**src/rtl/ctf_pkg.sv**
```systemverilog
// Shared types, constants and helper functions for the complementary tilt filter.
package ctf_pkg;

  localparam int CAL_SAMPLES_DEF  = 512;
  localparam int CORDIC_STEPS_DEF = 16;

  localparam int SUM_W   = 25;
  localparam int ANGLE_W = 26;
  localparam int Z_W     = 27;
  localparam int NUM_W   = 49;
  localparam int DEN_W   = 18;
  localparam int MIX_W   = 54;

  localparam logic [16:0] WEIGHT_ONE   = 17'd65536;
  localparam logic [16:0] WEIGHT_RESET = 17'd64225;
  localparam logic [DEN_W-1:0] GYRO_DIV = 18'd131000;
  localparam logic [15:0] GYRO_BIAS     = 16'd65500;
  localparam logic signed [16:0] ONE_G  = 17'sd16384;

  localparam logic [0:0] REG_GYRO_WEIGHT = 1'b0;

  typedef struct packed {
    logic signed [15:0] accel_y;
    logic signed [15:0] accel_z;
    logic signed [15:0] gyro_x;
    logic [15:0]        elapsed_ms;
  } in_t;

  typedef struct packed {
    logic signed [ANGLE_W-1:0] tilt_angle;
    logic                      calibrating;
  } out_t;

  typedef struct packed {
    logic             start;
    logic [NUM_W-1:0] num;
    logic [DEN_W-1:0] den;
  } div_req_t;

  typedef struct packed {
    logic               start;
    logic signed [17:0] y;
    logic signed [17:0] x;
  } crd_req_t;

  typedef enum logic [3:0] {
    S_IDLE, S_DIVY, S_DIVY_W, S_DIVZ, S_DIVZ_W, S_DIVG, S_DIVG_W,
    S_GMUL, S_GDIV, S_GDIV_W, S_CRD, S_CRD_W, S_MIX, S_DONE
  } state_t;

  // atan(2^-i) in Q16 degrees
  function automatic logic signed [Z_W-1:0] atan_q16(input logic [4:0] idx);
    logic signed [Z_W-1:0] v;
    case (idx)
      5'd0:  v = 27'sd2949120;
      5'd1:  v = 27'sd1740967;
      5'd2:  v = 27'sd919879;
      5'd3:  v = 27'sd466945;
      5'd4:  v = 27'sd234379;
      5'd5:  v = 27'sd117305;
      5'd6:  v = 27'sd58666;
      5'd7:  v = 27'sd29335;
      5'd8:  v = 27'sd14668;
      5'd9:  v = 27'sd7334;
      5'd10: v = 27'sd3667;
      5'd11: v = 27'sd1833;
      5'd12: v = 27'sd917;
      5'd13: v = 27'sd458;
      5'd14: v = 27'sd229;
      5'd15: v = 27'sd115;
      5'd16: v = 27'sd57;
      5'd17: v = 27'sd29;
      5'd18: v = 27'sd14;
      5'd19: v = 27'sd7;
      5'd20: v = 27'sd4;
      5'd21: v = 27'sd2;
      5'd22: v = 27'sd1;
      default: v = 27'sd0;
    endcase
    return v;
  endfunction

  function automatic logic signed [ANGLE_W-1:0] sat_angle(input logic signed [MIX_W-1:0] v);
    logic signed [ANGLE_W-1:0] r;
    if (v > MIX_W'(33554431)) r = 26'sh1FFFFFF;
    else if (v < -MIX_W'(33554432)) r = 26'sh2000000;
    else r = v[ANGLE_W-1:0];
    return r;
  endfunction

endpackage

```
**src/rtl/ctf_div.sv**
```systemverilog
// Restoring unsigned divider, one quotient bit per cycle.
module ctf_div (
  input  logic                      clk,
  input  logic                      rst_n,
  input  ctf_pkg::div_req_t         req,
  output logic                      done,
  output logic [ctf_pkg::NUM_W-1:0] quo
);
  import ctf_pkg::*;

  logic [NUM_W-1:0] num_r;
  logic [DEN_W-1:0] den_r;
  logic [DEN_W:0]   rem_r;
  logic [5:0]       cnt_r;
  logic             busy_r;
  logic             done_r;
  logic [DEN_W:0]   rem_sh;
  logic             qbit;

  always_comb begin
    rem_sh = {rem_r[DEN_W-1:0], num_r[NUM_W-1]};
    qbit   = (rem_sh >= {1'b0, den_r});
  end

  always_ff @(posedge clk) begin
    if (!rst_n) begin
      busy_r <= 1'b0;
      done_r <= 1'b0;
    end else begin
      done_r <= 1'b0;
      if (req.start) begin
        busy_r <= 1'b1;
        num_r  <= req.num;
        den_r  <= req.den;
        rem_r  <= '0;
        cnt_r  <= '0;
      end else if (busy_r) begin
        rem_r <= qbit ? (rem_sh - {1'b0, den_r}) : rem_sh;
        num_r <= {num_r[NUM_W-2:0], qbit};
        cnt_r <= cnt_r + 6'd1;
        if (cnt_r == 6'(NUM_W - 1)) begin
          busy_r <= 1'b0;
          done_r <= 1'b1;
        end
      end
    end
  end

  assign done = done_r;
  assign quo  = num_r;

endmodule

```
**src/rtl/ctf_cordic.sv**
```systemverilog
// Iterative vectoring CORDIC, atan2 in Q16 degrees, one rotation per cycle.
module ctf_cordic #(
  parameter int CORDIC_STEPS = ctf_pkg::CORDIC_STEPS_DEF
) (
  input  logic                           clk,
  input  logic                           rst_n,
  input  ctf_pkg::crd_req_t              req,
  output logic                           done,
  output logic signed [ctf_pkg::Z_W-1:0] z
);
  import ctf_pkg::*;

  localparam int IW = (CORDIC_STEPS > 1) ? $clog2(CORDIC_STEPS) : 1;

  logic signed [29:0]    x_r, y_r;
  logic signed [Z_W-1:0] z_r;
  logic [IW-1:0]         i_r;
  logic                  busy_r;
  logic                  done_r;
  logic signed [29:0]    x_sh, y_sh, x_in, y_in;

  always_comb begin
    x_sh = x_r >>> i_r;
    y_sh = y_r >>> i_r;
    x_in = {{4{req.x[17]}}, req.x, 8'd0};
    y_in = {{4{req.y[17]}}, req.y, 8'd0};
  end

  always_ff @(posedge clk) begin
    if (!rst_n) begin
      busy_r <= 1'b0;
      done_r <= 1'b0;
    end else begin
      done_r <= 1'b0;
      if (req.start) begin
        i_r <= '0;
        if (req.x == 18'sd0 && req.y == 18'sd0) begin
          z_r    <= '0;
          done_r <= 1'b1;
        end else begin
          busy_r <= 1'b1;
          if (req.x < 0) begin
            // left half plane: half turn first
            x_r <= -x_in;
            y_r <= -y_in;
            z_r <= (req.y >= 0) ? 27'sd11796480 : -27'sd11796480;
          end else begin
            x_r <= x_in;
            y_r <= y_in;
            z_r <= '0;
          end
        end
      end else if (busy_r) begin
        if (y_r >= 0) begin
          x_r <= x_r + y_sh;
          y_r <= y_r - x_sh;
          z_r <= z_r + atan_q16(5'(i_r));
        end else begin
          x_r <= x_r - y_sh;
          y_r <= y_r + x_sh;
          z_r <= z_r - atan_q16(5'(i_r));
        end
        i_r <= i_r + 1'b1;
        if (i_r == IW'(CORDIC_STEPS - 1)) begin
          busy_r <= 1'b0;
          done_r <= 1'b1;
        end
      end
    end
  end

  assign done = done_r;
  assign z    = z_r;

endmodule

```
**src/rtl/complementary_tilt_filter_top.sv**
```systemverilog
// Top level: sequencer, calibration, gyro step and serial weighted mix.
//
//  channel | direction | handshake          | payload
//  in_     | input     | in_valid/in_ready  | in_data  (ctf_pkg::in_t)
//  out_    | output    | out_valid/out_ready| out_data (ctf_pkg::out_t)
//  cfg_    | input     | APB, pready high   | gyro_weight at byte address 0
//
// An early calibration transaction accumulates its samples and goes straight
// to the output. The last one runs three divisions (offsets) and the CORDIC.
// A filtered transaction runs a serial gyro product, a serial divide by
// 131000, the CORDIC and a serial weighted mix. The divider, at one quotient
// bit per cycle, makes up most of a filtered transaction.
// Reset is synchronous active low; it clears counters, sums, offsets and the
// angle, and reloads the weight register with its default. A new transaction
// is taken once the previous one has been moved to the output register, even
// if that result is stalled.
module complementary_tilt_filter_top #(
  parameter int CAL_SAMPLES  = ctf_pkg::CAL_SAMPLES_DEF,
  parameter int CORDIC_STEPS = ctf_pkg::CORDIC_STEPS_DEF
) (
  input  logic           clk,
  input  logic           rst_n,
  input  logic           in_valid,
  output logic           in_ready,
  input  ctf_pkg::in_t   in_data,
  output logic           out_valid,
  input  logic           out_ready,
  output ctf_pkg::out_t  out_data,
  input  logic           cfg_psel,
  input  logic           cfg_penable,
  input  logic           cfg_pwrite,
  input  logic [2:0]     cfg_paddr,
  input  logic [31:0]    cfg_pwdata,
  output logic [31:0]    cfg_prdata,
  output logic           cfg_pready
);
  import ctf_pkg::*;

  localparam int CW = $clog2(CAL_SAMPLES + 1);

  state_t state_r, state_nxt;

  // config
  logic [16:0] gyro_weight_r;

  // calibration state
  logic [CW-1:0]            count_r;
  logic signed [SUM_W-1:0]  sum_y_r, sum_z_r, sum_g_r;
  logic signed [15:0]       off_y_r, off_g_r;
  logic signed [16:0]       off_z_r;
  logic signed [ANGLE_W-1:0] angle_r;

  // per-transaction work registers
  in_t                 in_r;
  logic                cal_r;
  logic                neg_r;
  logic [32:0]         mcand_r, pacc_r;
  logic [15:0]         dts_r;
  logic [4:0]          cnt_r;
  logic signed [33:0]  step_r;
  logic signed [MIX_W-1:0] ma_r, mb_r, macc_r;
  logic [16:0]         ws_r, was_r;

  logic                out_valid_r;
  out_t                out_data_r;

  // unit links
  div_req_t              div_req;
  logic                  div_done;
  logic [NUM_W-1:0]      div_quo;
  crd_req_t              crd_req;
  logic                  crd_done;
  logic signed [Z_W-1:0] crd_z;

  logic                  accept;
  logic                  out_load;
  logic                  last_cal;
  logic signed [16:0]    d_in;
  logic signed [SUM_W-1:0] sum_sel;
  logic [SUM_W-1:0]      sum_mag;
  logic signed [SUM_W-1:0] q_signed;
  logic [16:0]           w_clamp;
  logic signed [MIX_W-1:0] mix_nxt;
  logic signed [MIX_W-1:0] mix_rnd;

  ctf_div u_div (
    .clk  (clk),
    .rst_n(rst_n),
    .req  (div_req),
    .done (div_done),
    .quo  (div_quo)
  );

  ctf_cordic #(.CORDIC_STEPS(CORDIC_STEPS)) u_cordic (
    .clk  (clk),
    .rst_n(rst_n),
    .req  (crd_req),
    .done (crd_done),
    .z    (crd_z)
  );

  // ---------------------------------------------------------------- helpers
  always_comb begin
    accept   = in_valid && in_ready;
    out_load = (state_r == S_DONE) && (!out_valid_r || out_ready);
    last_cal = (count_r == CW'(CAL_SAMPLES - 1));
    d_in     = 17'(in_data.gyro_x) - 17'(off_g_r);
    w_clamp  = (gyro_weight_r > WEIGHT_ONE) ? WEIGHT_ONE : gyro_weight_r;

    // offset division operand: truncation toward zero through sign/magnitude
    case (state_r)
      S_DIVZ, S_DIVZ_W: sum_sel = sum_z_r;
      S_DIVG, S_DIVG_W: sum_sel = sum_g_r;
      default:          sum_sel = sum_y_r;
    endcase
    sum_mag  = sum_sel[SUM_W-1] ? SUM_W'(-sum_sel) : SUM_W'(sum_sel);
    q_signed = sum_sel[SUM_W-1] ? -SUM_W'(div_quo) : SUM_W'(div_quo);

    // one partial-product step per weight bit
    mix_nxt = macc_r + (ws_r[0] ? ma_r : '0) + (was_r[0] ? mb_r : '0);
    mix_rnd = (mix_nxt + MIX_W'(32768)) >>> 16;
  end

  // ---------------------------------------------------------- next state
  always_comb begin
    state_nxt = state_r;
    unique case (state_r)
      S_IDLE: begin
        if (accept) begin
          if (count_r < CW'(CAL_SAMPLES)) state_nxt = last_cal ? S_DIVY : S_DONE;
          else state_nxt = S_GMUL;
        end
      end
      S_DIVY:   state_nxt = S_DIVY_W;
      S_DIVY_W: if (div_done) state_nxt = S_DIVZ;
      S_DIVZ:   state_nxt = S_DIVZ_W;
      S_DIVZ_W: if (div_done) state_nxt = S_DIVG;
      S_DIVG:   state_nxt = S_DIVG_W;
      S_DIVG_W: if (div_done) state_nxt = S_CRD;
      S_GMUL:   if (cnt_r == 5'd15) state_nxt = S_GDIV;
      S_GDIV:   state_nxt = S_GDIV_W;
      S_GDIV_W: if (div_done) state_nxt = S_CRD;
      S_CRD:    state_nxt = S_CRD_W;
      S_CRD_W:  if (crd_done) state_nxt = cal_r ? S_DONE : S_MIX;
      S_MIX:    if (cnt_r == 5'd16) state_nxt = S_DONE;
      S_DONE:   if (out_load) state_nxt = S_IDLE;
      default:  state_nxt = S_IDLE;
    endcase
  end

  // ---------------------------------------------------------- unit controls
  always_comb begin
    in_ready      = (state_r == S_IDLE);
    div_req.start = 1'b0;
    div_req.num   = NUM_W'(sum_mag);
    div_req.den   = DEN_W'(CAL_SAMPLES);
    crd_req.start = (state_r == S_CRD);
    crd_req.y     = 18'(in_r.accel_y) - 18'(off_y_r);
    crd_req.x     = 18'(in_r.accel_z) - 18'(off_z_r);
    unique case (state_r)
      S_DIVY, S_DIVZ, S_DIVG: div_req.start = 1'b1;
      S_GDIV: begin
        div_req.start = 1'b1;
        div_req.num   = {pacc_r, 16'd0} + NUM_W'(GYRO_BIAS);
        div_req.den   = GYRO_DIV;
      end
      default: ;
    endcase
  end

  always_ff @(posedge clk) begin
    if (!rst_n) state_r <= S_IDLE;
    else        state_r <= state_nxt;
  end

  // ---------------------------------------------------------- config port
  always_ff @(posedge clk) begin
    if (!rst_n) begin
      gyro_weight_r <= WEIGHT_RESET;
    end else if (cfg_psel && cfg_penable && cfg_pwrite && cfg_pready
                 && cfg_paddr[2] == REG_GYRO_WEIGHT) begin
      gyro_weight_r <= cfg_pwdata[16:0];
    end
  end

  assign cfg_pready = 1'b1;
  assign cfg_prdata = (cfg_paddr[2] == REG_GYRO_WEIGHT) ? {15'd0, gyro_weight_r} : 32'd0;

  // ---------------------------------------------------------- filter state
  always_ff @(posedge clk) begin
    if (!rst_n) begin
      count_r <= '0;
      sum_y_r <= '0;
      sum_z_r <= '0;
      sum_g_r <= '0;
      off_y_r <= '0;
      off_z_r <= '0;
      off_g_r <= '0;
      angle_r <= '0;
    end else begin
      unique case (state_r)
        S_IDLE: begin
          if (accept && count_r < CW'(CAL_SAMPLES)) begin
            sum_y_r <= sum_y_r + SUM_W'(in_data.accel_y);
            sum_z_r <= sum_z_r + SUM_W'(in_data.accel_z);
            sum_g_r <= sum_g_r + SUM_W'(in_data.gyro_x);
            count_r <= count_r + 1'b1;
          end
        end
        S_DIVY_W: if (div_done) off_y_r <= q_signed[15:0];
        S_DIVZ_W: if (div_done) off_z_r <= q_signed[16:0] - ONE_G;
        S_DIVG_W: if (div_done) off_g_r <= q_signed[15:0];
        S_CRD_W:  if (crd_done && cal_r) angle_r <= sat_angle(MIX_W'(crd_z));
        S_MIX:    if (cnt_r == 5'd16) angle_r <= sat_angle(mix_rnd);
        default: ;
      endcase
    end
  end

  // ---------------------------------------------------------- work registers
  always_ff @(posedge clk) begin
    unique case (state_r)
      S_IDLE: begin
        if (accept) begin
          in_r    <= in_data;
          cal_r   <= (count_r < CW'(CAL_SAMPLES));
          neg_r   <= d_in[16];
          mcand_r <= d_in[16] ? 33'(-d_in) : 33'(d_in);
          pacc_r  <= '0;
          dts_r   <= in_data.elapsed_ms;
          cnt_r   <= '0;
        end
      end
      S_GMUL: begin
        if (dts_r[0]) pacc_r <= pacc_r + mcand_r;
        mcand_r <= {mcand_r[31:0], 1'b0};
        dts_r   <= {1'b0, dts_r[15:1]};
        cnt_r   <= cnt_r + 5'd1;
      end
      S_GDIV_W: begin
        if (div_done) step_r <= neg_r ? -34'(div_quo) : 34'(div_quo);
      end
      S_CRD_W: begin
        if (crd_done) begin
          ma_r   <= MIX_W'(angle_r) + MIX_W'(step_r);
          mb_r   <= MIX_W'(crd_z);
          ws_r   <= w_clamp;
          was_r  <= WEIGHT_ONE - w_clamp;
          macc_r <= '0;
          cnt_r  <= '0;
        end
      end
      S_MIX: begin
        macc_r <= mix_nxt;
        ma_r   <= ma_r <<< 1;
        mb_r   <= mb_r <<< 1;
        ws_r   <= {1'b0, ws_r[16:1]};
        was_r  <= {1'b0, was_r[16:1]};
        cnt_r  <= cnt_r + 5'd1;
      end
      default: ;
    endcase
  end

  // ---------------------------------------------------------- output register
  always_ff @(posedge clk) begin
    if (!rst_n) begin
      out_valid_r <= 1'b0;
    end else if (out_load) begin
      out_valid_r <= 1'b1;
    end else if (out_ready) begin
      out_valid_r <= 1'b0;
    end
  end

  always_ff @(posedge clk) begin
    if (out_load) begin
      out_data_r.tilt_angle  <= angle_r;
      out_data_r.calibrating <= cal_r;
    end
  end

  assign out_valid = out_valid_r;
  assign out_data  = out_data_r;

  // ---------------------------------------------------------- assertions
  a_div_done_in_wait: assert property (@(posedge clk) disable iff (!rst_n)
    div_done |-> (state_r == S_DIVY_W || state_r == S_DIVZ_W ||
                  state_r == S_DIVG_W || state_r == S_GDIV_W))
    else $error("divider finished outside a wait state");

  a_crd_done_in_wait: assert property (@(posedge clk) disable iff (!rst_n)
    crd_done |-> state_r == S_CRD_W)
    else $error("cordic finished outside its wait state");

  a_count_bound: assert property (@(posedge clk) disable iff (!rst_n)
    count_r <= CW'(CAL_SAMPLES))
    else $error("calibration count overran");

  a_filtered_after_cal: assert property (@(posedge clk) disable iff (!rst_n)
    (out_valid_r && !out_data_r.calibrating) |-> count_r == CW'(CAL_SAMPLES))
    else $error("filtered result before calibration finished");

endmodule
```
**config.mk**
```make
export PLATFORM = sky130hd
export DESIGN_NAME = complementary_tilt_filter_top
export DESIGN_NICKNAME = d
export VERILOG_FILES = /design/src/rtl/ctf_pkg.sv /design/src/rtl/ctf_div.sv /design/src/rtl/ctf_cordic.sv /design/src/rtl/complementary_tilt_filter_top.sv
export SDC_FILE = /design/constraint.sdc
export NUM_CORES = 2
export LEC_CHECK = 0
export BUFFER_PORTS_ARGS = -buffer_cell sky130_fd_sc_hd__clkbuf_2
export CELL_PAD_IN_SITES_DETAIL_PLACEMENT = 2
export CELL_PAD_IN_SITES_GLOBAL_PLACEMENT = 2
export CORE_MARGIN = 1.5
export CORE_UTILIZATION = 37
export CTS_BUF_LIST = sky130_fd_sc_hd__clkbuf_16
export CTS_CLUSTER_DIAMETER = 40
export DETAILED_ROUTE_END_ITERATION = 16
export PLACE_DENSITY = 0.8
export SLEW_MARGIN = 20
export SYNTH_ARGS = -nofsm -noshare
export SYNTH_HDL_FRONTEND = slang
export SYNTH_SLANG_ARGS = --single-unit
```
**constraint.sdc**
```tcl
create_clock -name clk -period 6.8 [get_ports clk]
set_clock_uncertainty 0.1 [all_clocks]
set_input_delay 1.36 -clock clk [delete_from_list [all_inputs] [get_ports clk]]
set_output_delay 1.36 -clock clk [all_outputs]
set_load 0.02 [all_outputs]
```
==> run summary <==
• vias per cell: 5.72
• startpoint kind of the worst setup timing path: flip-flop
• worst path required time: 7230 ps
• Cell Area, Synth: 54500 sq um
• overall track demand over capacity in global routing: 25.4%
• average wire per cell in the routed design: 23.7 um
• Finished Core Util: 43.5%
• combinational family with the most area after synthesis: simple AND/OR/NAND/NOR gates
• post-synthesis register bit count: 751
• Antenna Diode Count: 0
• cell chosen for the clock root: sky130_fd_sc_hd__clkbuf_16
• final count of pins violating max slew: 0
• gate count after technology mapping: 5963
• most common flop cell mapped by yosys: sky130_fd_sc_hd__edfxtp_1
• final cycle utilization of the critical path: 96.2%
• final RePlAce weighted congestion: 0.895
• placed standard-cell area: 58000 sq um
• endpoints failing setup: 0
• Unique masters post-synth: 97
• fraction of the mapped netlist area in simple logic gates: 18.4%
• post-detailed-route DRC marker count: 0
• number of global-route vias before repair: 51.6k
• GR Util met1: 32.1%
• Setup Crit Path Kind: flip-flop to flip-flop
• classification of the worst-slack hold path: flip-flop to flip-flop
• count of pins on the block boundary: 168
• maximum number of buffers from clock root to sink: 3
• deepest level of the CTS H-tree: 4
• sequential element share of the synthesized area: 37.5%
• DR vias: 47.0k
• Detailed Route WL: 194000 um
• Post-Syn Area per Cell: 9.15 sq um
• clock network latency to the later pin of the worst-skew pair: 780 ps
• FFs w/ async S/R, synth: 0%
• maximum frequency from static timing analysis: 0.153 GHz
• global route hottest layer: met2
• largest net degree at the start of global routing: 93
• number of DRC markers after the initial detailed-route iteration: 2834
• CTS clock-pin slew for the worst setup and hold paths: 60 ps
• final-report hold violation count: 0
• Crit Path Max Fanout: 15
• Horiz. Die Dim: 387 um
• total power consumption of the routed design: 24.3 mW
• placeable core region: 146000 sq um
• initial antenna violation count: 2
• post-route worst hold slack: 393 ps
• antenna viol nets, final: 0
• placed wire-length estimate: 139000 um
• Pleak: 25.8 nW
• Tightest Pin Transition: 1080 ps
• fraction of synthesized area in multiplexers: 4.09%
• Max-Cap Viols: 0
• status: finished, final reports clean
• share of post-route cells with drive strength above 1: 12.3%
• final sum of negative setup slack: 0 ps
• number of flops mapped to enable cells by yosys: 543
• Die Area: 150000 sq um
• fin nets: 6692
• global-route met2 utilization: 44.3%
• xor/xnor share of the synthesized area: 7.92%
• vertical die dimension: 387 um
• count of input and output buffers: 134
• clock tree from TritonCTS: built
• total gr overflow: 0
• Initial Util: 37.4%
• number of buffers inserted during clock tree synthesis: 155
• wire length of the first global-routing pass: 303000 um
• final instance area: 63500 sq um
• synthesized-area fraction occupied by ao, oa, aoi and oai cells: 17.4%
• Power Density: 382 nW/um^2
• number of core rows: 140
• met3 track demand over resource: 3.05%
• crit end category: flip-flop
• Max transition margin: 27.8%
• crit path time final: 6540 ps
• number of clock sinks seen by CTS: 751
• Yosys warnings: 0
• VDD IR-drop max: 0.264 mV
• area delta synth->final: 16.5%
• data arrival time at the worst-slack endpoint: 6970 ps
• post-synthesis adder-cell area fraction: 10.7%
• iteration count of the initial detailed-routing pass: 6
## layout by cell type, fill, tap and decap left out, types with 26 or more instances in the layout
cell and n:
sky130_fd_sc_hd__a211oi_1 29, sky130_fd_sc_hd__a21boi_0 61, sky130_fd_sc_hd__a21o_1 111, sky130_fd_sc_hd__a21oi_1 430, sky130_fd_sc_hd__a22o_1 57, sky130_fd_sc_hd__a31oi_1 39
sky130_fd_sc_hd__and2_1 202, sky130_fd_sc_hd__and3_1 63, sky130_fd_sc_hd__buf_4 165, sky130_fd_sc_hd__clkbuf_16 162, sky130_fd_sc_hd__clkbuf_2 133, sky130_fd_sc_hd__dfxtp_1 208
sky130_fd_sc_hd__edfxtp_1 543, sky130_fd_sc_hd__fa_1 66, sky130_fd_sc_hd__ha_1 360, sky130_fd_sc_hd__inv_1 263, sky130_fd_sc_hd__inv_6 26, sky130_fd_sc_hd__mux2i_1 66
sky130_fd_sc_hd__mux4_2 52, sky130_fd_sc_hd__nand2_1 771, sky130_fd_sc_hd__nand2b_1 57, sky130_fd_sc_hd__nand3_1 114, sky130_fd_sc_hd__nand4_1 32, sky130_fd_sc_hd__nor2_1 482
sky130_fd_sc_hd__nor2b_1 72, sky130_fd_sc_hd__nor3_1 108, sky130_fd_sc_hd__nor4_1 30, sky130_fd_sc_hd__o211a_1 53, sky130_fd_sc_hd__o21a_1 38, sky130_fd_sc_hd__o21ai_0 320
sky130_fd_sc_hd__o21ai_1 36, sky130_fd_sc_hd__o21bai_1 41, sky130_fd_sc_hd__o31ai_1 46, sky130_fd_sc_hd__or2_2 28, sky130_fd_sc_hd__or3_1 69, sky130_fd_sc_hd__xnor2_1 319
sky130_fd_sc_hd__xor2_1 173
## path summary, 6_finish.rpt
| kind | endpoint | from | slack [ps] | cells past startpoint |
|---|---|---|---|---|
| hold / removal | u_div.done$_SDFF_PP0_ | u_div.busy_r$_SDFF_PN0_ | 390 | 2 |
| hold reg to reg | u_div.done$_SDFF_PP0_ | u_div.busy_r$_SDFF_PN0_ | 390 | 2 |
| setup / recovery | u_cordic.y_r[29]$_DFFE_PP_ | u_cordic.i_r[1]$_SDFFCE_PP0P_ | 260 | 24 |
| setup reg to reg | u_cordic.y_r[29]$_DFFE_PP_ | u_cordic.i_r[1]$_SDFFCE_PP0P_ | 260 | 24 |
## through the flow
step           worst slack [ps]  instances
2_1_floorplan             -1.19       5977
3_3_place_gp                354       7914
3_5_place_dp                158       7914
4_1_cts                    3.21       8205
5_1_grt                   -45.5       8211
6_report                    257       8211
## final cells by class
type | count | area [sq um]
clock buffers | 162 | 4050
well taps | 1917 | 2400
flip-flops and latches | 751 | 20500
fillers | 15600 | 82400
clock inverters | 129 | 1210
inverters | 256 | 961
multi-input cells | 4684 | 32300
repair buffers | 312 | 2160
## critical path, stage by stage (launching register included)
cell and delay (ps):
sky130_fd_sc_hd__edfxtp_1 370, sky130_fd_sc_hd__buf_12 170, sky130_fd_sc_hd__buf_6 200, sky130_fd_sc_hd__mux2_2 370
sky130_fd_sc_hd__o21ai_0 540, sky130_fd_sc_hd__a21oi_1 160, sky130_fd_sc_hd__mux2i_1 260, sky130_fd_sc_hd__nand3_1 290
sky130_fd_sc_hd__or2_2 420, sky130_fd_sc_hd__o21ai_0 250, sky130_fd_sc_hd__xnor2_1 110, sky130_fd_sc_hd__ha_1 240
sky130_fd_sc_hd__or3_1 320, sky130_fd_sc_hd__a211o_1 260, sky130_fd_sc_hd__a41o_1 270, sky130_fd_sc_hd__a311o_1 380
sky130_fd_sc_hd__nand2_1 100, sky130_fd_sc_hd__a211oi_1 110, sky130_fd_sc_hd__a41o_1 300, sky130_fd_sc_hd__o41ai_1 300
sky130_fd_sc_hd__buf_4 190, sky130_fd_sc_hd__o21ai_0 110, sky130_fd_sc_hd__a21oi_1 190, sky130_fd_sc_hd__xnor2_1 80
sky130_fd_sc_hd__a21o_1 180
## metal layers
metal | wire, um | share of wire, %
met5 | 0 | 0
met2 | 95600 | 49
met1 | 84000 | 43
met3 | 7390 | 3.8
met4 | 7180 | 3.7
## state kept, by name, summed over array words and instances, names as in the netlist, 25 cells and up, named ones only
| signal | flops |
|---|---|
| sum_g_r | 25 |
| u_cordic.z | 27 |
| ma_r | 54 |
| u_div.quo | 49 |
| in_r | 32 |
| u_cordic.x_r | 30 |
| mcand_r | 33 |
| macc_r | 54 |
| out_data | 27 |
| u_cordic.y_r | 30 |
| angle_r | 26 |
| pacc_r | 33 |
| sum_z_r | 25 |
| mb_r | 54 |
| sum_y_r | 25 |
| step_r | 34 |
## where the power goes
group          internal [mW]  switching [mW]
Sequential              6.10           0.796
Combinational           3.60            6.09
Clock                   4.77            2.95
## kinds of logic (layout without fill, tap and decap cells)
logic type / Yosys count / after routing
adders and majority gates: 426 / 426
buffers and inverters: 542 / 859
AOI/OAI and AO/OA: 1475 / 1475
and+or+nand+nor: 2123 / 2123
muxes: 151 / 151
xor gates and xnor gates: 493 / 493
other: 2 / 16
DFF: 751 / 751
## cell usage after synthesis (52+ instances only)
master                     count  area share, %
sky130_fd_sc_hd__a21oi_1     437            4.0
sky130_fd_sc_hd__nand2_1     773            5.3
sky130_fd_sc_hd__and2_1      203            2.3
sky130_fd_sc_hd__a21o_1      111            1.5
sky130_fd_sc_hd__nand2b_1     57           0.65
sky130_fd_sc_hd__o211a_1      53           0.97
sky130_fd_sc_hd__mux2i_1      70            1.3
sky130_fd_sc_hd__xor2_1      174            2.8
sky130_fd_sc_hd__fa_1         66            2.4
sky130_fd_sc_hd__clkbuf_1    236            1.6
sky130_fd_sc_hd__edfxtp_1    543             30
sky130_fd_sc_hd__nor2_1      486            3.3
sky130_fd_sc_hd__nand3_1     116            1.1
sky130_fd_sc_hd__a22o_1       57           0.92
sky130_fd_sc_hd__a21boi_0     61           0.84
sky130_fd_sc_hd__dfxtp_1     208            7.6
sky130_fd_sc_hd__and3_1       65           0.75
sky130_fd_sc_hd__or3_1        71           0.81
sky130_fd_sc_hd__mux4_2       52            2.1
sky130_fd_sc_hd__nor2b_1      75           0.86
sky130_fd_sc_hd__ha_1        360            8.3
sky130_fd_sc_hd__o21ai_0     321            2.9
sky130_fd_sc_hd__xnor2_1     319            5.1
sky130_fd_sc_hd__inv_1       256            1.8
sky130_fd_sc_hd__nor3_1      112            1.0
## timing repair
item | 4_1_cts | 5_1_grt
gates resized for setup | 0 | 37
setup buffers | 0 | 4
endpoints found under the setup margin | 0 | 37
hold buffers | 0 | 0
Power figures use the tool's default switching activity.
